===== config.mk =====
export PLATFORM = sky130hd
export DESIGN_NAME = stepper_valve_positioner
export DESIGN_NICKNAME = d
export VERILOG_FILES = /design/src/hw/rtl/svp_pkg.sv /design/src/hw/rtl/svp_band.sv /design/src/hw/rtl/stepper_valve_positioner.sv
export SDC_FILE = /design/constraint.sdc
export NUM_CORES = 1
export LEC_CHECK = 0
export ABC_CLOCK_PERIOD_IN_PS = 8200
export BUFFER_PORTS_ARGS = -buffer_cell sky130_fd_sc_hd__buf_4
export CAP_MARGIN = 40
export CORE_ASPECT_RATIO = 1.1
export CORE_MARGIN = 2
export CORE_UTILIZATION = 40
export DETAILED_ROUTE_END_ITERATION = 10
export HOLD_SLACK_MARGIN = 0.15
export SLEW_MARGIN = 10
export SYNTH_ARGS = -nofsm -noshare
export SYNTH_HDL_FRONTEND = slang
export SYNTH_SLANG_ARGS = --single-unit

===== constraint.sdc =====
create_clock -name clk -period 8.2 [get_ports clk]
set_input_delay 2.05 -clock clk [delete_from_list [all_inputs] [get_ports clk]]
set_output_delay 2.05 -clock clk [all_outputs]
set_load 0.02 [all_outputs]

===== src/hw/rtl/svp_pkg.sv =====
`timescale 1ns / 1ps
`default_nettype none
// ----------------------------------------------------------------------------
// svp_pkg
// shared types, constants and the half-step coil table of the valve positioner
// ----------------------------------------------------------------------------
package svp_pkg;

    localparam int GEAR_W  = 3;
    localparam int POS_W   = 13;
    localparam int SPG_W   = 10;
    localparam int TEMP_W  = 12;
    localparam int DIFF_W  = TEMP_W + 1;
    localparam int PHASE_W = 3;
    localparam int COIL_W  = 4;

    localparam logic [GEAR_W-1:0] MAX_GEAR = 3'd5;

    localparam logic [SPG_W-1:0]  SPG_RESET    = 10'd350;
    localparam logic [TEMP_W-1:0] PRESET_RESET = 12'd0;

    // band edges in tenths of a degree
    localparam logic signed [DIFF_W-1:0] BAND_COLD_HI  = -13'sd65;
    localparam logic signed [DIFF_W-1:0] BAND_COLD_MID = -13'sd35;
    localparam logic signed [DIFF_W-1:0] BAND_COLD_LO  = -13'sd5;
    localparam logic signed [DIFF_W-1:0] BAND_WARM_LO  = 13'sd5;
    localparam logic signed [DIFF_W-1:0] BAND_WARM_MID = 13'sd35;
    localparam logic signed [DIFF_W-1:0] BAND_WARM_HI  = 13'sd65;

    typedef enum logic [1:0] {
        CMD_TICK = 2'd0,
        CMD_SET  = 2'd1,
        CMD_STOP = 2'd2,
        CMD_AUTO = 2'd3
    } svp_cmd_t;

    typedef enum logic [0:0] {
        CFG_STEPS_PER_GEAR = 1'b0,
        CFG_PRESET_TEMP    = 1'b1
    } svp_cfg_idx_t;

    typedef struct packed {
        logic              hit;
        logic [GEAR_W-1:0] gear;
    } svp_band_t;

    function automatic logic [GEAR_W-1:0] sat_gear(input logic [GEAR_W-1:0] g);
        sat_gear = (g > MAX_GEAR) ? MAX_GEAR : g;
    endfunction

    function automatic logic [COIL_W-1:0] phase_coils(input logic [PHASE_W-1:0] ph);
        logic [COIL_W-1:0] c;
        case (ph)
            3'd0:    c = 4'h1;
            3'd1:    c = 4'h3;
            3'd2:    c = 4'h2;
            3'd3:    c = 4'h6;
            3'd4:    c = 4'h4;
            3'd5:    c = 4'hC;
            3'd6:    c = 4'h8;
            3'd7:    c = 4'h9;
            default: c = 4'h0;
        endcase
        phase_coils = c;
    endfunction

endpackage
`default_nettype wire


===== src/hw/rtl/svp_band.sv =====
`timescale 1ns / 1ps
`default_nettype none
// ----------------------------------------------------------------------------
// svp_band
// maps temperature error to a valve gear through deadbanded bands
// ----------------------------------------------------------------------------
module svp_band
    import svp_pkg::*;
(
    input  wire logic signed [TEMP_W-1:0] temperature,
    input  wire logic signed [TEMP_W-1:0] preset_temperature,
    output svp_band_t                     band
);

    logic signed [DIFF_W-1:0] diff;
    logic [GEAR_W-1:0]        raw_gear;
    logic                     raw_hit;

    assign diff = DIFF_W'(temperature) - DIFF_W'(preset_temperature);

    always_comb
    begin
        raw_hit  = 1'b1;
        raw_gear = 3'd0;
        if (diff < BAND_COLD_HI)
        begin
            raw_gear = 3'd5;
        end
        else if (diff < BAND_COLD_MID)
        begin
            raw_gear = 3'd4;
        end
        else if (diff < BAND_COLD_LO)
        begin
            raw_gear = 3'd3;
        end
        else if (diff > BAND_WARM_HI)
        begin
            raw_gear = 3'd0;
        end
        else if (diff > BAND_WARM_MID)
        begin
            raw_gear = 3'd1;
        end
        else if (diff > BAND_WARM_LO)
        begin
            raw_gear = 3'd2;
        end
        else
        begin
            raw_hit = 1'b0;
        end
    end

    assign band.hit  = raw_hit;
    assign band.gear = sat_gear(raw_gear);

endmodule
`default_nettype wire


===== src/hw/rtl/stepper_valve_positioner.sv =====
`timescale 1ns / 1ps
`default_nettype none
// ----------------------------------------------------------------------------
// stepper_valve_positioner
// half-step stepper drive that moves a valve to one of its gear positions
// ----------------------------------------------------------------------------
// usage:
//   s_* carries command items: tuser holds the command (tick, set gear, stop,
//   automatic), tdata the requested gear and the measured temperature.
//   m_* returns one status item per command: coil pattern, moving flag,
//   reported gear, position and chosen gear, all as left by that command.
//   cfg_we/cfg_index/cfg_data write steps_per_gear (0) and
//   preset_temperature (1); write only while no item is outstanding.
// timing:
//   the state and the result register update at the accepting edge, so a
//   result appears in the cycle after its item; one item per cycle while m_tready holds.
//   the result register is the only buffer: s_tready follows
//   !m_tvalid || m_tready, so a stalled receiver holds off new items.
// reset:
//   rst_n clears all state: coils off, position and target 0, gear 0,
//   stopped, direction forward, registers to 350 and 0, no result pending.
// ----------------------------------------------------------------------------
module stepper_valve_positioner
    import svp_pkg::*;
(
    input  wire logic        clk,
    input  wire logic        rst_n,
    input  wire logic        cfg_we,
    input  wire logic [0:0]  cfg_index,
    input  wire logic [11:0] cfg_data,
    input  wire logic        s_tvalid,
    output logic             s_tready,
    input  wire logic [15:0] s_tdata,  // requested_gear[2:0], temperature[14:3]
    input  wire logic [1:0]  s_tuser,  // command[1:0]
    output logic             m_tvalid,
    input  wire logic        m_tready,
    // coil_pattern[3:0], moving[4], reported_gear[7:5], position[20:8],
    // chosen_gear[23:21]
    output logic [23:0]      m_tdata
);

    logic [SPG_W-1:0]   steps_per_gear_reg,  steps_per_gear_next;
    logic [TEMP_W-1:0]  preset_temp_reg,     preset_temp_next;
    logic [PHASE_W-1:0] phase_reg,           phase_next;
    logic [COIL_W-1:0]  coil_reg,            coil_next;
    logic [POS_W-1:0]   position_reg,        position_next;
    logic [POS_W-1:0]   target_reg,          target_next;
    logic [GEAR_W-1:0]  shown_gear_reg,      shown_gear_next;
    logic [GEAR_W-1:0]  goal_gear_reg,       goal_gear_next;
    logic               run_reg,             run_next;
    logic               forward_reg,         forward_next;
    logic               out_valid_reg,       out_valid_next;
    logic [23:0]        out_data_reg,        out_data_next;

    svp_cmd_t           cmd;
    logic [GEAR_W-1:0]  req_gear;
    logic [TEMP_W-1:0]  temperature;
    logic               in_accept;
    svp_band_t          band;
    logic               do_apply;
    logic [GEAR_W-1:0]  apply_gear;
    logic [POS_W-1:0]   apply_target;

    assign cmd         = svp_cmd_t'(s_tuser);
    assign req_gear    = s_tdata[2:0];
    assign temperature = s_tdata[14:3];

    assign s_tready  = !out_valid_reg || m_tready;
    assign in_accept = s_tvalid && s_tready;
    assign m_tvalid  = out_valid_reg;
    assign m_tdata   = out_data_reg;

    svp_band u_band
    (
        .temperature        (temperature),
        .preset_temperature (preset_temp_reg),
        .band               (band)
    );

    assign apply_target = POS_W'(apply_gear) * POS_W'(steps_per_gear_reg);

    // configuration writes
    always_comb
    begin
        steps_per_gear_next = steps_per_gear_reg;
        preset_temp_next    = preset_temp_reg;
        if (cfg_we)
        begin
            case (svp_cfg_idx_t'(cfg_index))
                CFG_STEPS_PER_GEAR: steps_per_gear_next = cfg_data[SPG_W-1:0];
                CFG_PRESET_TEMP:    preset_temp_next    = cfg_data[TEMP_W-1:0];
                default:            steps_per_gear_next = steps_per_gear_reg;
            endcase
        end
    end

    // command execution
    always_comb
    begin
        phase_next      = phase_reg;
        coil_next       = coil_reg;
        position_next   = position_reg;
        target_next     = target_reg;
        shown_gear_next = shown_gear_reg;
        goal_gear_next  = goal_gear_reg;
        run_next        = run_reg;
        forward_next    = forward_reg;
        do_apply        = 1'b0;
        apply_gear      = sat_gear(req_gear);

        if (in_accept)
        begin
            case (cmd)
                CMD_TICK:
                begin
                    if (run_reg)
                    begin
                        if (forward_reg)
                        begin
                            position_next = position_reg + 1'b1;
                            phase_next    = phase_reg + 1'b1;
                        end
                        else
                        begin
                            position_next = position_reg - 1'b1;
                            phase_next    = phase_reg - 1'b1;
                        end
                        coil_next = phase_coils(phase_next);
                        if (position_next == target_reg)
                        begin
                            run_next        = 1'b0;
                            shown_gear_next = goal_gear_reg;
                        end
                    end
                end
                CMD_SET:
                begin
                    do_apply = 1'b1;
                end
                CMD_STOP:
                begin
                    target_next = position_reg;
                    run_next    = 1'b0;
                end
                CMD_AUTO:
                begin
                    do_apply   = band.hit;
                    apply_gear = band.gear;
                end
                default:
                begin
                    do_apply = 1'b0;
                end
            endcase

            if (do_apply)
            begin
                goal_gear_next  = apply_gear;
                shown_gear_next = apply_gear;
                target_next     = apply_target;
                if (apply_target > position_reg)
                begin
                    forward_next = 1'b1;
                    run_next     = 1'b1;
                end
                else if (apply_target < position_reg)
                begin
                    forward_next = 1'b0;
                    run_next     = 1'b1;
                end
                else
                begin
                    run_next = 1'b0;
                end
            end
        end
    end

    // result register
    always_comb
    begin
        out_valid_next = out_valid_reg && !m_tready;
        out_data_next  = out_data_reg;
        if (in_accept)
        begin
            out_valid_next = 1'b1;
            out_data_next  = {shown_gear_next, position_next, shown_gear_next,
                              run_next, coil_next};
        end
    end

    always_ff @(posedge clk or negedge rst_n)
    begin
        if (!rst_n)
        begin
            steps_per_gear_reg <= SPG_RESET;
            preset_temp_reg    <= PRESET_RESET;
            phase_reg          <= '0;
            coil_reg           <= '0;
            position_reg       <= '0;
            target_reg         <= '0;
            shown_gear_reg     <= '0;
            goal_gear_reg      <= '0;
            run_reg            <= 1'b0;
            forward_reg        <= 1'b1;
            out_valid_reg      <= 1'b0;
        end
        else
        begin
            steps_per_gear_reg <= steps_per_gear_next;
            preset_temp_reg    <= preset_temp_next;
            phase_reg          <= phase_next;
            coil_reg           <= coil_next;
            position_reg       <= position_next;
            target_reg         <= target_next;
            shown_gear_reg     <= shown_gear_next;
            goal_gear_reg      <= goal_gear_next;
            run_reg            <= run_next;
            forward_reg        <= forward_next;
            out_valid_reg      <= out_valid_next;
        end
    end

    always_ff @(posedge clk)
    begin
        out_data_reg <= out_data_next;
    end

`ifndef SYNTHESIS
    // a running motor never sits on its target
    a_run_off_target: assert property (@(posedge clk) disable iff (!rst_n)
        run_reg |-> (position_reg != target_reg))
        else $error("motor running while at target");

    // coils are either off or match the current phase
    a_coil_phase: assert property (@(posedge clk) disable iff (!rst_n)
        (coil_reg != '0) |-> (coil_reg == phase_coils(phase_reg)))
        else $error("coil pattern out of step with phase");

    // position moves only on an accepted item
    a_pos_hold: assert property (@(posedge clk) disable iff (!rst_n)
        !in_accept |=> $stable(position_reg))
        else $error("position changed without an item");

    // gears stay within range
    a_gear_range: assert property (@(posedge clk) disable iff (!rst_n)
        (shown_gear_reg <= MAX_GEAR) && (goal_gear_reg <= MAX_GEAR))
        else $error("gear beyond maximum");

    // an item taken while a result waits untaken would overwrite it
    a_no_overrun: assert property (@(posedge clk) disable iff (!rst_n)
        (in_accept && out_valid_reg) |-> m_tready)
        else $error("result overwritten before delivery");
`endif

endmodule
`default_nettype wire

==> flow_summary.yaml <==
synth:
  ys_ff_latch: 85
  asyncSetResetFlopFracSynth: 0.753
  synth_ff_type: "dfrtp_1"
  yosys.area.top_type: "dfrtp_1"
  synth_area_leaders: "dfrtp_1 21%, ha_1 9.3%, edfxtp_1 9.2%, mux2_2 3.8%, fa_1 3.5%"
  yosysSeqAreaShare: 0.328
  netlist_area_um2: 6840
  synthTopCellsByCount: "62 x nand2_1, 58 x inv_1, 57 x dfrtp_1"
  synth_top_area_frac: 0.209
  synth_nets: 813
  synth.avg_cell_area_um2: 9.58
  netlist_instances: 714
  synth-edff-count: 21
  synth_cell_types: 94
  synth_most_common_cell: "nand2_1"
  yosysWarnings: 0
floorplanning:
  fp.dieH_um: 141
  dieArea_um2: 18200
  pin_count: 62
  num_rows: 50
  start_util: 0.405
  core_um2: 16900
  die_w_um: 129
cts:
  clockBufferDepth: 2
  cts-htree-levels: 3
  cts-buffers-inserted: 9
  cts_hold_buf: 0
  clk_pin_slew_worst_paths_ps: 70
  worst_skew_pair.late_latency_ps: 360
  cts_root_buf: "clkbuf_16"
  cts_tree: "done"
  cts.sinks: 85
min_path:
  hold_path.class: "reg -> reg"
power:
  comb_power_share: 0.601
  switching_share: 0.432
  power_density_nw_per_um2: 352
  p_leak_nw: 3.75
  p_int_w: 0.00164
  share_seq_of_total_power: 0.234
  ir_worst_vdd_uv: 131
  p_switching_w: 0.00125
  p_clk_frac: 0.165
global_routing:
  grt_pass1_vias: 5663
  grt_usage: 0.189
  grt_max_degree: 52
  grt_pass1_wl_um: 27400
  grt_overflow: 0
  antenna_found_initial: 0
job:
  max_cap_viol_count: 0
worst_setup_path:
  cp.required_ps: 8290
  worstPathArrival_ps: 7970
  crit_fanout: 9
  cp_slowest_stage_delay_ps: 540
  crit_slowest_cell: "fa_1"
  critPathMostFrequentCell: "buf_4"
  endpoint_kind: "flip-flop"
  critical_path_class: "in -> reg"
  critical_path.startpoint_type: "primary input"
layout:
  finalNetCount: 914
  n_fill_cell: 1625
  post-route-util: 0.486
  largest_reg_flops: 21
  multiInputGateArea_um2: 4230
  diodes: 0
  final_cell_count_no_fill: 1028
  layout-drive-gt1-share: 0.243
  final_area_um2: 8210
  seqCellArea_um2: 2240
  area.growth.synth_to_final_pct: 20.1
route:
  num_vias: 5723
  drtIter0Drc: 406
  vias_per_cell: 5.57
  drt-total-wl_um: 16700
  drc: 0
  antenna_left: 0
  drt_first_pass_iters: 4
  drt-wirelength-per-cell_um: 16.2
outcome:
  status: "complete, no violations"
place:
  placed_area_um2: 7830
  gp_congestion: 0.856
  dp.cells: 1010
  numPortBuffers: 60
  hpwl_um: 12900
sta:
  slew_headroom: 0.414
  max_freq_mhz: 127
  final.setup.tns_ps: 0
  whs_ps: 475
  final.setup_skew_ps: 9.00
  worst_pin_slew_ps: 871
  setup_viol: 0
  final_max_slew_viol_count: 0
  hold_violations: 0
  fin_crit_sh: 0.961
  min_period_ps: 7880
[metal layers]
| metal | vias to the layer above | global-route usage | part of all wire |
|---|---|---|---|
| met5 | - | 0 | 0 |
| met4 | 0 | 0.0709 | 0.026 |
| met3 | 30 | 0.0364 | 0.037 |
| met2 | 134 | 0.338 | 0.52 |
| met1 | 2750 | 0.224 | 0.42 |
| li1 | 2809 | - | - |
[worst paths after layout]
path / slack [ps] / from / depth (start not counted) / to
setup / recovery: 320 / s_tdata[4] / 31 / m_tdata[4]
max in group asynchronous: 6070 / rst_n / 2 / forward_reg
min in group asynchronous: 1560 / rst_n / 1 / preset_temp_reg[8]
hold reg to reg: 480 / coil_reg[3] / 2 / coil_reg[3]
setup reg to reg: 1670 / preset_temp_reg[1] / 31 / m_tdata[4]
hold / removal: 480 / coil_reg[3] / 2 / coil_reg[3]
[power groups by stage]
stage / Sequential (W) / Combinational (W) / Clock (W)
6_report: 0.000676 / 0.00174 / 0.000479
5_1_grt: 0.000695 / 0.00193 / 0.000507
4_1_cts: 0.000677 / 0.00172 / 0.000490
3_5_place_dp: 0.000683 / 0.00170 / 0
2_1_floorplan: 0.000668 / 0.00124 / 0
3_3_place_gp: 0.000679 / 0.00166 / 0
[kinds of logic after synthesis]
kind of cell / count (synthesis) / synth area share
simple gates: 221 / 0.175
buf+inv: 89 / 0.0578
flops: 85 / 0.328
compound gates: 184 / 0.203
fa+ha+maj: 63 / 0.128
xor+xnor: 44 / 0.0637
mux: 28 / 0.0452
[cell type report]
class,instances,share of cell area
clock inverters,6,0.0137
multi-input cells,540,0.515
well taps,208,0.0317
repair buffers,120,0.112
inverters,59,0.0270
flip-flops and latches,85,0.273
clock buffers,10,0.0279
[metrics by stage]
| stage | total power (W) | setup slack [ps] |
|---|---|---|
| floorplan | 0.00191 | 401 |
| global placement | 0.00234 | -284 |
| detailed placement | 0.00238 | -293 |
| CTS | 0.00289 | 81.0 |
| global route | 0.00313 | -30.4 |
| finish | 0.00289 | 318 |
[layout by cell type, fill, tap and decap left out, types with 5 or more instances in the layout]
master	count
nand2b_1	11
edfxtp_1	21
inv_1	58
nor3b_1	6
nor2b_1	10
nand3_1	7
clkbuf_16	9
ha_1	51
o221a_1	7
nor4_1	8
a21o_1	11
a21oi_1	32
nor2_1	33
fa_1	12
or3_1	10
o32a_1	7
o21ai_0	29
nor4b_1	7
buf_4	117
or2_2	5
nand2_1	62
xor2_1	15
nand4_1	10
mux2i_1	5
dfstp_2	7
a211oi_1	8
o31ai_1	5
and2_1	13
mux2_2	23
a31oi_1	8
o21a_1	16
nor3_1	15
dfrtp_1	57
xnor2_1	24
o211a_1	5
[timing repair]
action                     4_1_cts  5_1_grt
gates resized for setup          0        6
setup endpoints to repair        0        3
setup buffers                    0        2
[critical path: cells and delay by family]
family / cells / cell delay (ps)
adders and majority gates: 5 / 1750
and+or+nand+nor: 8 / 1410
AOI/OAI and AO/OA: 11 / 1790
buffers and inverters: 6 / 770
muxes: 1 / 210
Note: power is estimated with default switching activity, not from simulation.
